File: src/rtl/assert_macros.svh
// Assertion helpers shared by the scheduler modules.
`ifndef ASSERT_MACROS_SVH
`define ASSERT_MACROS_SVH

// Checked on every clock edge outside reset.
`define PTRS_ASSERT(lbl, prop, msg) \
    lbl: assert property (@(posedge i_clk) disable iff (!i_rst_n) prop) else $error(msg);

// Checked on every clock edge, reset included.
`define PTRS_ASSERT_ALWAYS(lbl, prop, msg) \
    lbl: assert property (@(posedge i_clk) prop) else $error(msg);

`endif

File: src/rtl/ptrs_pkg.sv
package ptrs_pkg;

    localparam int SLOT_W    = 3;
    localparam int MAX_TASKS = 1 << SLOT_W;
    localparam int LEN_W     = $clog2(MAX_TASKS + 1);
    localparam int PERIOD_W  = 16;
    localparam int PRIO_W    = 8;
    localparam int CMD_W     = 3;
    localparam int TASK_W    = PERIOD_W + PRIO_W;

    // The divider retires two quotient bits per cycle.
    localparam int DIV_CYCLES = PERIOD_W / 2;
    localparam int DIV_CNT_W  = $clog2(DIV_CYCLES);

    localparam logic [LEN_W-1:0] LEN_MAX = LEN_W'(MAX_TASKS);

    typedef enum logic [CMD_W-1:0] {
        CMD_TICK, CMD_START, CMD_DELETE, CMD_SUSPEND, CMD_RESUME, CMD_SCHEDULE
    } t_cmd;

    typedef enum logic [1:0] {
        ST_OK, ST_INACTIVE, ST_STARTED, ST_UNLISTED
    } t_status;

    typedef enum logic [2:0] {
        W_START, W_DELETE, W_MAX, W_TICK, W_SCHED
    } t_walk;

    typedef enum logic [3:0] {
        S_IDLE, S_DEL_RD, S_DEL_PER, S_LIM, S_LIM_W, S_WALK_RD, S_WALK_ORD,
        S_WALK_TSK, S_DIV_TT, S_DIV_MOD, S_DN_RD, S_DN_WR, S_INSERT, S_UP_RD,
        S_UP_WR, S_EMIT
    } t_state;

    typedef struct packed {
        t_status             status;
        logic                dispatched;
        logic [SLOT_W-1:0]   task_slot;
        logic                last;
    } t_result;

    typedef struct packed {
        logic                start;
        logic [PERIOD_W-1:0] dividend;
        logic [PERIOD_W-1:0] divisor;
    } t_div_req;

    typedef struct packed {
        logic                done;
        logic [PERIOD_W-1:0] quot;
        logic [PERIOD_W-1:0] rem;
    } t_div_rsp;

endpackage

File: src/rtl/ptrs_div.sv
module ptrs_div (
    input  logic              i_clk,
    input  logic              i_rst_n,
    input  ptrs_pkg::t_div_req i_req,
    output ptrs_pkg::t_div_rsp o_rsp
);
    import ptrs_pkg::*;

    `include "assert_macros.svh"

    logic                 r_busy;
    logic                 r_done;
    logic [DIV_CNT_W-1:0] r_cnt;
    logic [PERIOD_W-1:0]  r_quo;
    logic [PERIOD_W-1:0]  r_rem;
    logic [PERIOD_W-1:0]  r_div;
    logic [PERIOD_W-1:0]  n_quo;
    logic [PERIOD_W-1:0]  n_rem;

    // Two restoring steps per cycle.
    always_comb begin
        logic [PERIOD_W:0]   v_sh;
        logic [PERIOD_W-1:0] v_rem;
        logic [PERIOD_W-1:0] v_quo;
        v_rem = r_rem;
        v_quo = r_quo;
        for (int k = 0; k < 2; k++) begin
            v_sh  = {v_rem, v_quo[PERIOD_W-1]};
            v_quo = {v_quo[PERIOD_W-2:0], 1'b0};
            if (v_sh >= {1'b0, r_div}) begin
                v_sh     = v_sh - {1'b0, r_div};
                v_quo[0] = 1'b1;
            end
            v_rem = v_sh[PERIOD_W-1:0];
        end
        n_quo = v_quo;
        n_rem = v_rem;
    end

    always_ff @(posedge i_clk) begin
        if (!i_rst_n) begin
            r_busy <= 1'b0;
            r_done <= 1'b0;
            r_cnt  <= '0;
        end else begin
            r_done <= 1'b0;
            if (i_req.start) begin
                r_busy <= 1'b1;
                r_cnt  <= '0;
            end else if (r_busy) begin
                r_cnt <= r_cnt + 1'b1;
                if (r_cnt == DIV_CNT_W'(DIV_CYCLES - 1)) begin
                    r_busy <= 1'b0;
                    r_done <= 1'b1;
                end
            end
        end
    end

    always_ff @(posedge i_clk) begin
        if (i_req.start) begin
            r_quo <= i_req.dividend;
            r_rem <= '0;
            r_div <= i_req.divisor;
        end else if (r_busy) begin
            r_quo <= n_quo;
            r_rem <= n_rem;
        end
    end

    assign o_rsp.done = r_done;
    assign o_rsp.quot = r_quo;
    assign o_rsp.rem  = r_rem;

    `PTRS_ASSERT(a_no_restart, i_req.start |-> !r_busy, "divider started while busy")

endmodule

File: src/rtl/ptrs_core.sv
module ptrs_core (
    input  logic                          i_clk,
    input  logic                          i_rst_n,
    input  logic                          i_in_valid,
    output logic                          o_in_ready,
    input  logic [ptrs_pkg::CMD_W-1:0]    i_cmd,
    input  logic [ptrs_pkg::SLOT_W-1:0]   i_slot,
    input  logic [ptrs_pkg::PERIOD_W-1:0] i_period,
    input  logic [ptrs_pkg::PRIO_W-1:0]   i_prio,
    input  logic [ptrs_pkg::PERIOD_W-1:0] i_tick_period,
    output logic                          o_res_valid,
    input  logic                          i_res_ready,
    output ptrs_pkg::t_result             o_res,
    output ptrs_pkg::t_div_req            o_div,
    input  ptrs_pkg::t_div_rsp            i_div
);
    import ptrs_pkg::*;

    `include "assert_macros.svh"

    t_state r_state;
    t_state n_state;
    t_walk  r_walk;

    logic [LEN_W-1:0]     r_idx;
    logic [LEN_W-1:0]     r_pos;
    logic [LEN_W-1:0]     r_len;
    logic [SLOT_W-1:0]    r_cur;
    logic [SLOT_W-1:0]    r_slot;
    logic [PERIOD_W-1:0]  r_per;
    logic [PRIO_W-1:0]    r_pri;
    logic [PERIOD_W-1:0]  r_tp;
    logic [PERIOD_W-1:0]  r_tick_cnt;
    logic [PERIOD_W-1:0]  r_limit;
    logic [PERIOD_W-1:0]  r_max;
    logic [MAX_TASKS-1:0] r_active;
    logic [MAX_TASKS-1:0] r_susp;
    logic [MAX_TASKS-1:0] r_ready;
    t_result              r_res;
    logic                 r_pend_valid;
    logic [SLOT_W-1:0]    r_pend_slot;

    logic [SLOT_W-1:0]    r_order_mem [MAX_TASKS];
    logic [TASK_W-1:0]    r_task_mem  [MAX_TASKS];
    logic [SLOT_W-1:0]    r_ord_q;
    logic [TASK_W-1:0]    r_task_q;

    logic [SLOT_W-1:0]    w_ord_raddr;
    logic [SLOT_W-1:0]    w_ord_waddr;
    logic [SLOT_W-1:0]    w_ord_wdata;
    logic                 w_ord_we;
    logic [SLOT_W-1:0]    w_task_raddr;
    logic                 w_task_we;
    logic [LEN_W-1:0]     w_idx_dec;
    logic [LEN_W-1:0]     w_idx_inc;
    logic [PERIOD_W-1:0]  w_q_period;
    logic [PRIO_W-1:0]    w_q_prio;
    logic [PERIOD_W-1:0]  w_tt;
    logic                 w_walk_end;
    t_cmd                 w_cmd;
    t_status              w_idle_st;

    assign w_cmd      = t_cmd'(i_cmd);
    assign w_idx_dec  = r_idx - 1'b1;
    assign w_idx_inc  = r_idx + 1'b1;
    assign w_q_period = r_task_q[TASK_W-1:PRIO_W];
    assign w_q_prio   = r_task_q[PRIO_W-1:0];
    assign w_tt       = (i_div.quot == '0) ? PERIOD_W'(1) : i_div.quot;
    assign w_walk_end = (r_idx == r_len);

    // Status of a command as judged when it is taken from the idle state.
    always_comb begin
        priority if (w_cmd == CMD_START && (r_active[i_slot] || r_len >= LEN_MAX)) begin
            w_idle_st = ST_STARTED;
        end else if ((w_cmd == CMD_DELETE || w_cmd == CMD_SUSPEND || w_cmd == CMD_RESUME)
                     && !r_active[i_slot]) begin
            w_idle_st = ST_INACTIVE;
        end else begin
            w_idle_st = ST_OK;
        end
    end

    // Next state.
    always_comb begin
        n_state = r_state;
        unique case (r_state)
            S_IDLE: begin
                if (i_in_valid) begin
                    unique case (w_cmd)
                        CMD_TICK:     n_state = S_LIM;
                        CMD_START:    n_state = (r_active[i_slot] || r_len >= LEN_MAX)
                                                ? S_EMIT : S_WALK_RD;
                        CMD_DELETE:   n_state = r_active[i_slot] ? S_DEL_RD : S_EMIT;
                        CMD_SCHEDULE: n_state = S_WALK_RD;
                        default:      n_state = S_EMIT;
                    endcase
                end
            end
            S_DEL_RD:  n_state = S_DEL_PER;
            S_DEL_PER: n_state = S_WALK_RD;
            S_LIM:     n_state = S_LIM_W;
            S_LIM_W:   n_state = i_div.done ? S_WALK_RD : S_LIM_W;
            S_WALK_RD: begin
                if (!w_walk_end) begin
                    n_state = S_WALK_ORD;
                end else if (r_walk == W_START) begin
                    n_state = S_DN_RD;
                end else begin
                    n_state = S_EMIT;
                end
            end
            S_WALK_ORD: begin
                unique case (r_walk)
                    W_DELETE: n_state = (r_ord_q == r_slot) ? S_UP_RD : S_WALK_RD;
                    W_SCHED:  n_state = (r_ready[r_ord_q] && r_pend_valid)
                                        ? S_EMIT : S_WALK_RD;
                    default:  n_state = S_WALK_TSK;
                endcase
            end
            S_WALK_TSK: begin
                unique case (r_walk)
                    W_START: n_state = (w_q_prio > r_pri) ? S_DN_RD : S_WALK_RD;
                    W_TICK:  n_state = S_DIV_TT;
                    default: n_state = S_WALK_RD;
                endcase
            end
            S_DIV_TT:  n_state = i_div.done ? S_DIV_MOD : S_DIV_TT;
            S_DIV_MOD: n_state = i_div.done ? S_WALK_RD : S_DIV_MOD;
            S_DN_RD:   n_state = (r_idx == r_pos) ? S_INSERT : S_DN_WR;
            S_DN_WR:   n_state = S_DN_RD;
            S_INSERT:  n_state = S_EMIT;
            S_UP_RD: begin
                if (w_idx_inc < r_len) begin
                    n_state = S_UP_WR;
                end else begin
                    n_state = (r_per >= r_max) ? S_WALK_RD : S_EMIT;
                end
            end
            S_UP_WR:   n_state = S_UP_RD;
            S_EMIT: begin
                if (i_res_ready) begin
                    n_state = r_res.last ? S_IDLE : S_WALK_RD;
                end
            end
            default:   n_state = S_IDLE;
        endcase
    end

    // Memory ports, divider requests and handshakes.
    always_comb begin
        w_ord_raddr  = r_idx[SLOT_W-1:0];
        w_ord_waddr  = r_idx[SLOT_W-1:0];
        w_ord_wdata  = r_ord_q;
        w_ord_we     = 1'b0;
        w_task_raddr = r_cur;
        w_task_we    = 1'b0;
        o_div        = '{start: 1'b0, dividend: r_max, divisor: r_tp};
        o_in_ready   = 1'b0;
        o_res_valid  = 1'b0;
        unique case (r_state)
            S_IDLE:     o_in_ready = 1'b1;
            S_DEL_RD:   w_task_raddr = r_slot;
            S_LIM:      o_div.start = 1'b1;
            S_WALK_ORD: w_task_raddr = r_ord_q;
            S_WALK_TSK: begin
                if (r_walk == W_TICK) begin
                    o_div = '{start: 1'b1, dividend: w_q_period, divisor: r_tp};
                end
            end
            S_DIV_TT: begin
                o_div = '{start: i_div.done, dividend: r_tick_cnt, divisor: w_tt};
            end
            S_DN_RD:    w_ord_raddr = w_idx_dec[SLOT_W-1:0];
            S_DN_WR:    w_ord_we = 1'b1;
            S_INSERT: begin
                w_ord_we    = 1'b1;
                w_ord_waddr = r_pos[SLOT_W-1:0];
                w_ord_wdata = r_slot;
                w_task_we   = 1'b1;
            end
            S_UP_RD:    w_ord_raddr = w_idx_inc[SLOT_W-1:0];
            S_UP_WR:    w_ord_we = 1'b1;
            S_EMIT:     o_res_valid = 1'b1;
            default: begin
            end
        endcase
    end

    assign o_res = r_res;

    always_ff @(posedge i_clk) begin
        if (w_ord_we) begin
            r_order_mem[w_ord_waddr] <= w_ord_wdata;
        end
        r_ord_q <= r_order_mem[w_ord_raddr];
        if (w_task_we) begin
            r_task_mem[r_slot] <= {r_per, r_pri};
        end
        r_task_q <= r_task_mem[w_task_raddr];
    end

    always_ff @(posedge i_clk) begin
        if (!i_rst_n) begin
            r_state      <= S_IDLE;
            r_len        <= '0;
            r_active     <= '0;
            r_susp       <= '0;
            r_ready      <= '0;
            r_tick_cnt   <= '0;
            r_max        <= '0;
            r_pend_valid <= 1'b0;
        end else begin
            r_state <= n_state;
            unique case (r_state)
                S_IDLE: begin
                    if (i_in_valid) begin
                        r_slot       <= i_slot;
                        r_per        <= i_period;
                        r_pri        <= i_prio;
                        r_tp         <= (i_tick_period == '0) ? PERIOD_W'(1) : i_tick_period;
                        r_idx        <= '0;
                        r_pend_valid <= 1'b0;
                        r_res        <= '{status: w_idle_st, dispatched: 1'b0,
                                          task_slot: '0, last: 1'b1};
                        unique case (w_cmd)
                            CMD_TICK:   r_walk <= W_TICK;
                            CMD_START:  r_walk <= W_START;
                            CMD_DELETE: r_walk <= W_DELETE;
                            CMD_SUSPEND, CMD_RESUME: begin
                                if (r_active[i_slot]) begin
                                    r_susp[i_slot] <= (w_cmd == CMD_SUSPEND);
                                end
                            end
                            CMD_SCHEDULE: r_walk <= W_SCHED;
                            default: begin
                            end
                        endcase
                    end
                end
                S_DEL_PER: r_per <= w_q_period;
                S_LIM_W: begin
                    if (i_div.done) begin
                        r_limit    <= i_div.quot;
                        r_tick_cnt <= r_tick_cnt + 1'b1;
                    end
                end
                S_WALK_RD: begin
                    if (w_walk_end) begin
                        unique case (r_walk)
                            W_START:  r_pos <= r_len;
                            W_DELETE: r_res.status <= ST_UNLISTED;
                            W_TICK: begin
                                if (r_tick_cnt >= r_limit) begin
                                    r_tick_cnt <= '0;
                                end
                            end
                            W_SCHED: begin
                                r_res <= '{status: ST_OK, dispatched: r_pend_valid,
                                           task_slot: r_pend_valid ? r_pend_slot : '0,
                                           last: 1'b1};
                            end
                            default: begin
                            end
                        endcase
                    end
                end
                S_WALK_ORD: begin
                    r_cur <= r_ord_q;
                    unique case (r_walk)
                        W_DELETE: begin
                            if (r_ord_q == r_slot) begin
                                r_pos <= r_idx;
                            end else begin
                                r_idx <= w_idx_inc;
                            end
                        end
                        W_SCHED: begin
                            r_idx <= w_idx_inc;
                            if (r_ready[r_ord_q]) begin
                                r_ready[r_ord_q] <= 1'b0;
                                r_pend_slot      <= r_ord_q;
                                r_pend_valid     <= 1'b1;
                                if (r_pend_valid) begin
                                    r_res <= '{status: ST_OK, dispatched: 1'b1,
                                               task_slot: r_pend_slot, last: 1'b0};
                                end
                            end
                        end
                        default: begin
                        end
                    endcase
                end
                S_WALK_TSK: begin
                    unique case (r_walk)
                        W_START: begin
                            if (w_q_prio > r_pri) begin
                                r_pos <= r_idx;
                                r_idx <= r_len;
                            end else begin
                                r_idx <= w_idx_inc;
                            end
                        end
                        W_MAX: begin
                            if (!r_susp[r_cur] && w_q_period > r_max) begin
                                r_max <= w_q_period;
                            end
                            r_idx <= w_idx_inc;
                        end
                        default: begin
                        end
                    endcase
                end
                S_DIV_MOD: begin
                    if (i_div.done) begin
                        if (i_div.rem == '0 && !r_susp[r_cur]) begin
                            r_ready[r_cur] <= 1'b1;
                        end
                        r_idx <= w_idx_inc;
                    end
                end
                S_DN_WR: r_idx <= w_idx_dec;
                S_INSERT: begin
                    r_len            <= r_len + 1'b1;
                    r_active[r_slot] <= 1'b1;
                    r_susp[r_slot]   <= 1'b0;
                    r_ready[r_slot]  <= 1'b0;
                    if (r_per > r_max) begin
                        r_max <= r_per;
                    end
                end
                S_UP_RD: begin
                    if (!(w_idx_inc < r_len)) begin
                        r_len            <= r_len - 1'b1;
                        r_active[r_slot] <= 1'b0;
                        r_susp[r_slot]   <= 1'b0;
                        r_ready[r_slot]  <= 1'b0;
                        if (r_per >= r_max) begin
                            r_max  <= '0;
                            r_idx  <= '0;
                            r_walk <= W_MAX;
                        end
                    end
                end
                S_UP_WR: r_idx <= w_idx_inc;
                default: begin
                end
            endcase
        end
    end

    `PTRS_ASSERT(a_len_matches_active, $countones(r_active) == r_len, "list length drift")
    `PTRS_ASSERT(a_susp_needs_active, (r_susp & ~r_active) == '0, "suspended slot not active")
    `PTRS_ASSERT(a_ready_needs_active, (r_ready & ~r_active) == '0, "ready slot not active")
    `PTRS_ASSERT_ALWAYS(a_reset_clears_len, !i_rst_n |=> (r_len == '0), "length kept over reset")

endmodule

File: src/rtl/periodic_task_ready_scheduler.sv
// Periodic task ready scheduler. Each input transaction carries one command in s_axis_tuser
// (tick, start, delete, suspend, resume, schedule) and answers with one output transaction,
// except schedule, which returns one transaction per ready task in priority order (tlast on
// the final one) or a single transaction with dispatched low when nothing is ready. Commands
// are processed one at a time by a sequencer that walks the priority-ordered slot list held
// in a small synchronous memory, with the task periods and priorities in a second one. Suspend,
// resume and rejected commands finish without a walk; schedule walks every listed slot and
// emits one result per ready task; start searches the list for its place and then moves the
// entries below it; delete searches for its slot, moves the entries after it and, when the
// largest period goes, walks the list once more to find the new one. Tick dominates: the
// shared radix-4 divider computes every quotient, and every listed slot needs two quotients
// on top of the one for the tick limit.
// A new command is taken while the previous result still waits in the output register.
module periodic_task_ready_scheduler (
    input  logic        i_clk,
    input  logic        i_rst_n,
    input  logic        s_axis_tvalid,
    output logic        s_axis_tready,
    // [2:0] slot, [18:3] period, [26:19] priority_req, [42:27] tick_period, [47:43] zero.
    input  logic [47:0] s_axis_tdata,
    // [2:0] cmd.
    input  logic [2:0]  s_axis_tuser,
    output logic        m_axis_tvalid,
    input  logic        m_axis_tready,
    // [1:0] status, [2] dispatched, [5:3] task_slot, [7:6] zero.
    output logic [7:0]  m_axis_tdata,
    // last.
    output logic        m_axis_tlast
);
    import ptrs_pkg::*;

    `include "assert_macros.svh"

    t_result  w_res;
    logic     w_res_valid;
    logic     w_res_ready;
    t_div_req w_div_req;
    t_div_rsp w_div_rsp;
    logic     r_out_valid;
    t_result  r_out;

    ptrs_core u_core (
        .i_clk         (i_clk),
        .i_rst_n       (i_rst_n),
        .i_in_valid    (s_axis_tvalid),
        .o_in_ready    (s_axis_tready),
        .i_cmd         (s_axis_tuser),
        .i_slot        (s_axis_tdata[2:0]),
        .i_period      (s_axis_tdata[18:3]),
        .i_prio        (s_axis_tdata[26:19]),
        .i_tick_period (s_axis_tdata[42:27]),
        .o_res_valid   (w_res_valid),
        .i_res_ready   (w_res_ready),
        .o_res         (w_res),
        .o_div         (w_div_req),
        .i_div         (w_div_rsp)
    );

    ptrs_div u_div (
        .i_clk   (i_clk),
        .i_rst_n (i_rst_n),
        .i_req   (w_div_req),
        .o_rsp   (w_div_rsp)
    );

    // Output register: the core hands over a result whenever the register is empty or
    // being drained in the same cycle.
    assign w_res_ready = !r_out_valid || m_axis_tready;

    always_ff @(posedge i_clk) begin
        if (!i_rst_n) begin
            r_out_valid <= 1'b0;
        end else if (w_res_ready) begin
            r_out_valid <= w_res_valid;
        end
    end

    always_ff @(posedge i_clk) begin
        if (w_res_ready && w_res_valid) begin
            r_out <= w_res;
        end
    end

    assign m_axis_tvalid = r_out_valid;
    assign m_axis_tdata  = {2'b00, r_out.task_slot, r_out.dispatched, r_out.status};
    assign m_axis_tlast  = r_out.last;

endmodule
File: config.mk
export PLATFORM = sky130hd
export DESIGN_NAME = periodic_task_ready_scheduler
export DESIGN_NICKNAME = d
export VERILOG_FILES = /design/src/rtl/ptrs_pkg.sv /design/src/rtl/ptrs_div.sv /design/src/rtl/ptrs_core.sv /design/src/rtl/periodic_task_ready_scheduler.sv
export VERILOG_INCLUDE_DIRS = /design/src /design/src/rtl
export SDC_FILE = /design/constraint.sdc
export NUM_CORES = 1
export LEC_CHECK = 0
export ABC_AREA = 1
export BUFFER_PORTS_ARGS = -buffer_cell sky130_fd_sc_hd__buf_2
export CAP_MARGIN = 30
export CELL_PAD_IN_SITES_DETAIL_PLACEMENT = 0
export CELL_PAD_IN_SITES_GLOBAL_PLACEMENT = 1
export CORE_ASPECT_RATIO = 1.1
export CORE_MARGIN = 3
export CORE_UTILIZATION = 45
export DETAILED_ROUTE_END_ITERATION = 12
export PLACE_DENSITY_LB_ADDON = 0.08
export SYNTH_ARGS = -nofsm -noshare
export SYNTH_HDL_FRONTEND = slang
export SYNTH_SLANG_ARGS = --single-unit
File: constraint.sdc
create_clock -name i_clk -period 4.95 [get_ports i_clk]
set_clock_uncertainty 0.15 [all_clocks]
set_input_delay 0.495 -clock i_clk [delete_from_list [all_inputs] [get_ports i_clk]]
set_output_delay 0.495 -clock i_clk [all_outputs]
set_load 0.01 [all_outputs]
==> results by group <==
Status
  • Status: finished, final reports clean

Yosys
  • Register bit total from synthesis: 452
  • Most frequent cell after synthesis: nand2_1
  • Mapped cell area: 23,400 µm²
  • Post-synthesis sequential area ratio: a little over half
  • Async set-reset flop share out of synthesis: 0%
  • Largest area contributor in the netlist: edfxtp_1
  • Synthesized area per cell: roughly 8.7 µm²
  • Syn Inst Count: 2,705
  • Top cells by count, synth: nand2_1 (594), edfxtp_1 (338), nor2_1 (337)
  • Top cells by area, synth: edfxtp_1 (43%), dfxtp_1 (9.7%), nand2_1 (9.5%)
  • Synth warn: 0
  • Synth unique cells: 51
  • Post-synth EDFFs: approximately 340
  • Top cell type's share of synthesized area: between 40% and 50%
  • Main flop type after synthesis: edfxtp_1

CTS
  • Clock sinks: 452
  • Clk slew on worst S/H paths: roughly 0.060 ns
  • H-tree depth: 2
  • Clk_lat worst skew: about 0.62 ns
  • Num CTS Buffers: 50
  • Clock Tree Root: clkbuf_16
  • Clock tree from TritonCTS: built
  • Clock buffer depth: 3

STA
  • WHS: between 0.03 and 0.04 ns
  • Hold Fails Final Rpt: 0
  • Tightest Pin Transition: 0.988 ns
  • Setup tns final: 0 ns
  • Setup-failing EPs final: 0
  • Smallest setup slack after layout: 0.606 ns
  • Fin. max-slew vios: 0
  • Slew margin rel.: between 30% and 40%
  • Period Utilization, post-route: a little under 90%
  • Min cycle time layout: between 4 and 5 ns
  • Max frequency: around 0.23 GHz
  • Unrepaired setup endpoints after global routing: false

Detailed routing
  • DR vias/cell: between 5 and 6
  • Detailed Route WL: 65,200 µm
  • WL/cell: ~19 µm
  • DRT iter0 DRCs: about 1,200
  • Pre-antenna DRT Iters: 6
  • Post-route DRC: 0
  • Vias: 18,495
  • Post-DRT Antenna Nets: 0

Run
  • Max Cap Viol: 0

Final layout
  • Share of cells above drive strength 1: between 7 and 8%
  • Fillers: about 4,900
  • Layout net count: ~2,900
  • Non-filler instance count after layout: around 3,500
  • Area of the multi-input gates: roughly 9400 µm²
  • Ant diodes: 0
  • Final instance area: about 26,000 µm²
  • Final Util: between 50% and 60%
  • Area Growth Syn to Fin: 12.8%
  • Register area: approximately 12,000 µm²

Placement
  • Port Buffers: 58
  • DP Wirelength: 45,400 µm
  • Placed cells: between 3,000 and 4,000
  • Placed Area: around 24,000 µm²
  • Place WS: around 0.63 ns
  • Gpl congestion: 0.893

Floorplan
  • Chip height: ~250 µm
  • Row cnt: 87
  • Initial Utilization: between 40% and 50%
  • Die Wd: ~220 µm
  • Core area: 51,400 µm²
  • Die area: approximately 55,000 µm²
  • Io pins: 66

GRT
  • GRT Overall Usage: 23.7%
  • Remaining Overflow, GRT: 0
  • Largest net degree at the start of global routing: 97
  • Vias in the first global route: between 15,000 and 20,000
  • Antenna violations before repair: 0
  • First-pass GRT wire length: 102,000 µm

Pwr
  • Pwr per Cell Area: 553 nW/µm²
  • Leakage power total: 10.9 nW
  • Maximum vdd drop: ~0.32 mV
  • Total power: between 10 and 15 mW

Critical path
  • Worst setup path category: flip-flop to flip-flop
  • CP required: 5.14 ns
  • Crit path capture type: flip-flop
  • Worst EP arrival: around 4.5 ns
  • Critical Path Start Type: flip-flop
  • Worst-path maximum fanout: 11

Min path
  • Min-Delay Path Class: primary input to flip-flop
what timing repair did:
action                                 in CTS  in global routing
resized for setup                           0                  0
setup buffers                               0                  0
endpoints found under the hold margin      26                  0
hold buffers                               26                  0
path summary, 6_finish.rpt:
| check | startpoint | to | slack (ns) | cells past startpoint |
|---|---|---|---|---|
| worst max-delay path | u_div.r_div[12] | u_div.r_quo[0] | 0.61 | 23 |
| worst min-delay path | s_axis_tdata[16] | u_core.r_per[13] | 0.04 | 3 |
| worst max register to register | u_div.r_div[12] | u_div.r_quo[0] | 0.61 | 23 |
| worst min register to register | u_core.o_res[4] | m_axis_tdata[2] | 0.27 | 0 |
per-layer routing:
| metal | share of wire, % | track usage [%] | vias to the layer above |
|---|---|---|---|
| met5 | 0 | 0 | - |
| met4 | 3.3 | 8.07 | 0 |
| li1 | - | - | 9244 |
| met1 | 44 | 31.0 | 8712 |
| met2 | 48 | 40.6 | 424 |
| met3 | 4.1 | 3.24 | 115 |
report_power, final:
part / switching [mW] / internal [mW]
combinational: 3.77 / 2.01
sequential: 0.483 / 4.71
clock: 1.59 / 2.04
state kept, by name (all words and copies together) (netlist names), 4 cells and up, named ones only:
name and count:
u_core.r_idx 4, u_core.r_per 16, u_core.o_res 7, u_core.r_task_q 24, u_core.r_len 4, m_axis_tdata 6, u_core.r_limit 16, u_core.r_task_mem 192
u_div.r_div 16, u_core.r_max 16, u_div.r_quo 16, u_div.r_rem 16, u_core.r_tp 16, u_core.r_order_mem 24, u_core.r_susp 8, u_core.r_pos 4
u_core.r_tick_cnt 16, u_core.r_pri 8, u_core.r_ready 8, u_core.r_state 4
worst max-delay path: stages (launching register included):
cell      delay, ns
edfxtp_1       0.37
inv_1          0.12
ha_1           0.36
nand2_1        0.16
inv_1          0.07
nand2_1        0.06
nand2_1        0.04
a21oi_1        0.16
nand2_1        0.11
nand2_2        0.16
buf_4          0.20
nand3_1        0.07
nand2_1        0.10
inv_1          0.05
ha_1           0.32
a21oi_1        0.22
a21boi_0       0.27
nand2_1        0.16
nand3_1        0.10
nand2_1        0.11
nand2_1        0.11
nand3_2        0.23
nor2_1         0.29
a21oi_1        0.07
layout make-up:
type	instances	area share [%]
Multi-Input combinational cell	1817	35.4
Tap cell	667	3.16
Sequential cell	452	47.0
Inverter	319	4.53
Timing Repair Buffer	125	3.72
Clock inverter	33	1.09
Clock buffer	61	5.05
cell usage in the layout (no fill, tap or decap), types with 58 or more instances in the layout:
cell      instances
ha_1             99
inv_1           308
o21ai_0         212
dfxtp_1         114
nand2_1         594
buf_2            58
edfxtp_1        338
a21oi_1         136
nor2_1          328
nand3_1         162
kinds of logic (layout without fill, tap and decap cells):
group,after synthesis,after routing,synth area share [%]
other,1,2,0.0160
flip-flops,452,452,53.1
AND/OR/NAND/NOR,1198,1198,21.2
AO/OA/AOI/OAI,471,471,11.2
adder cells (fa/ha/maj),102,102,5.54
XOR/XNOR,44,44,1.65
buffers and inverters,437,538,7.32
Power figures use the tool's default switching activity.
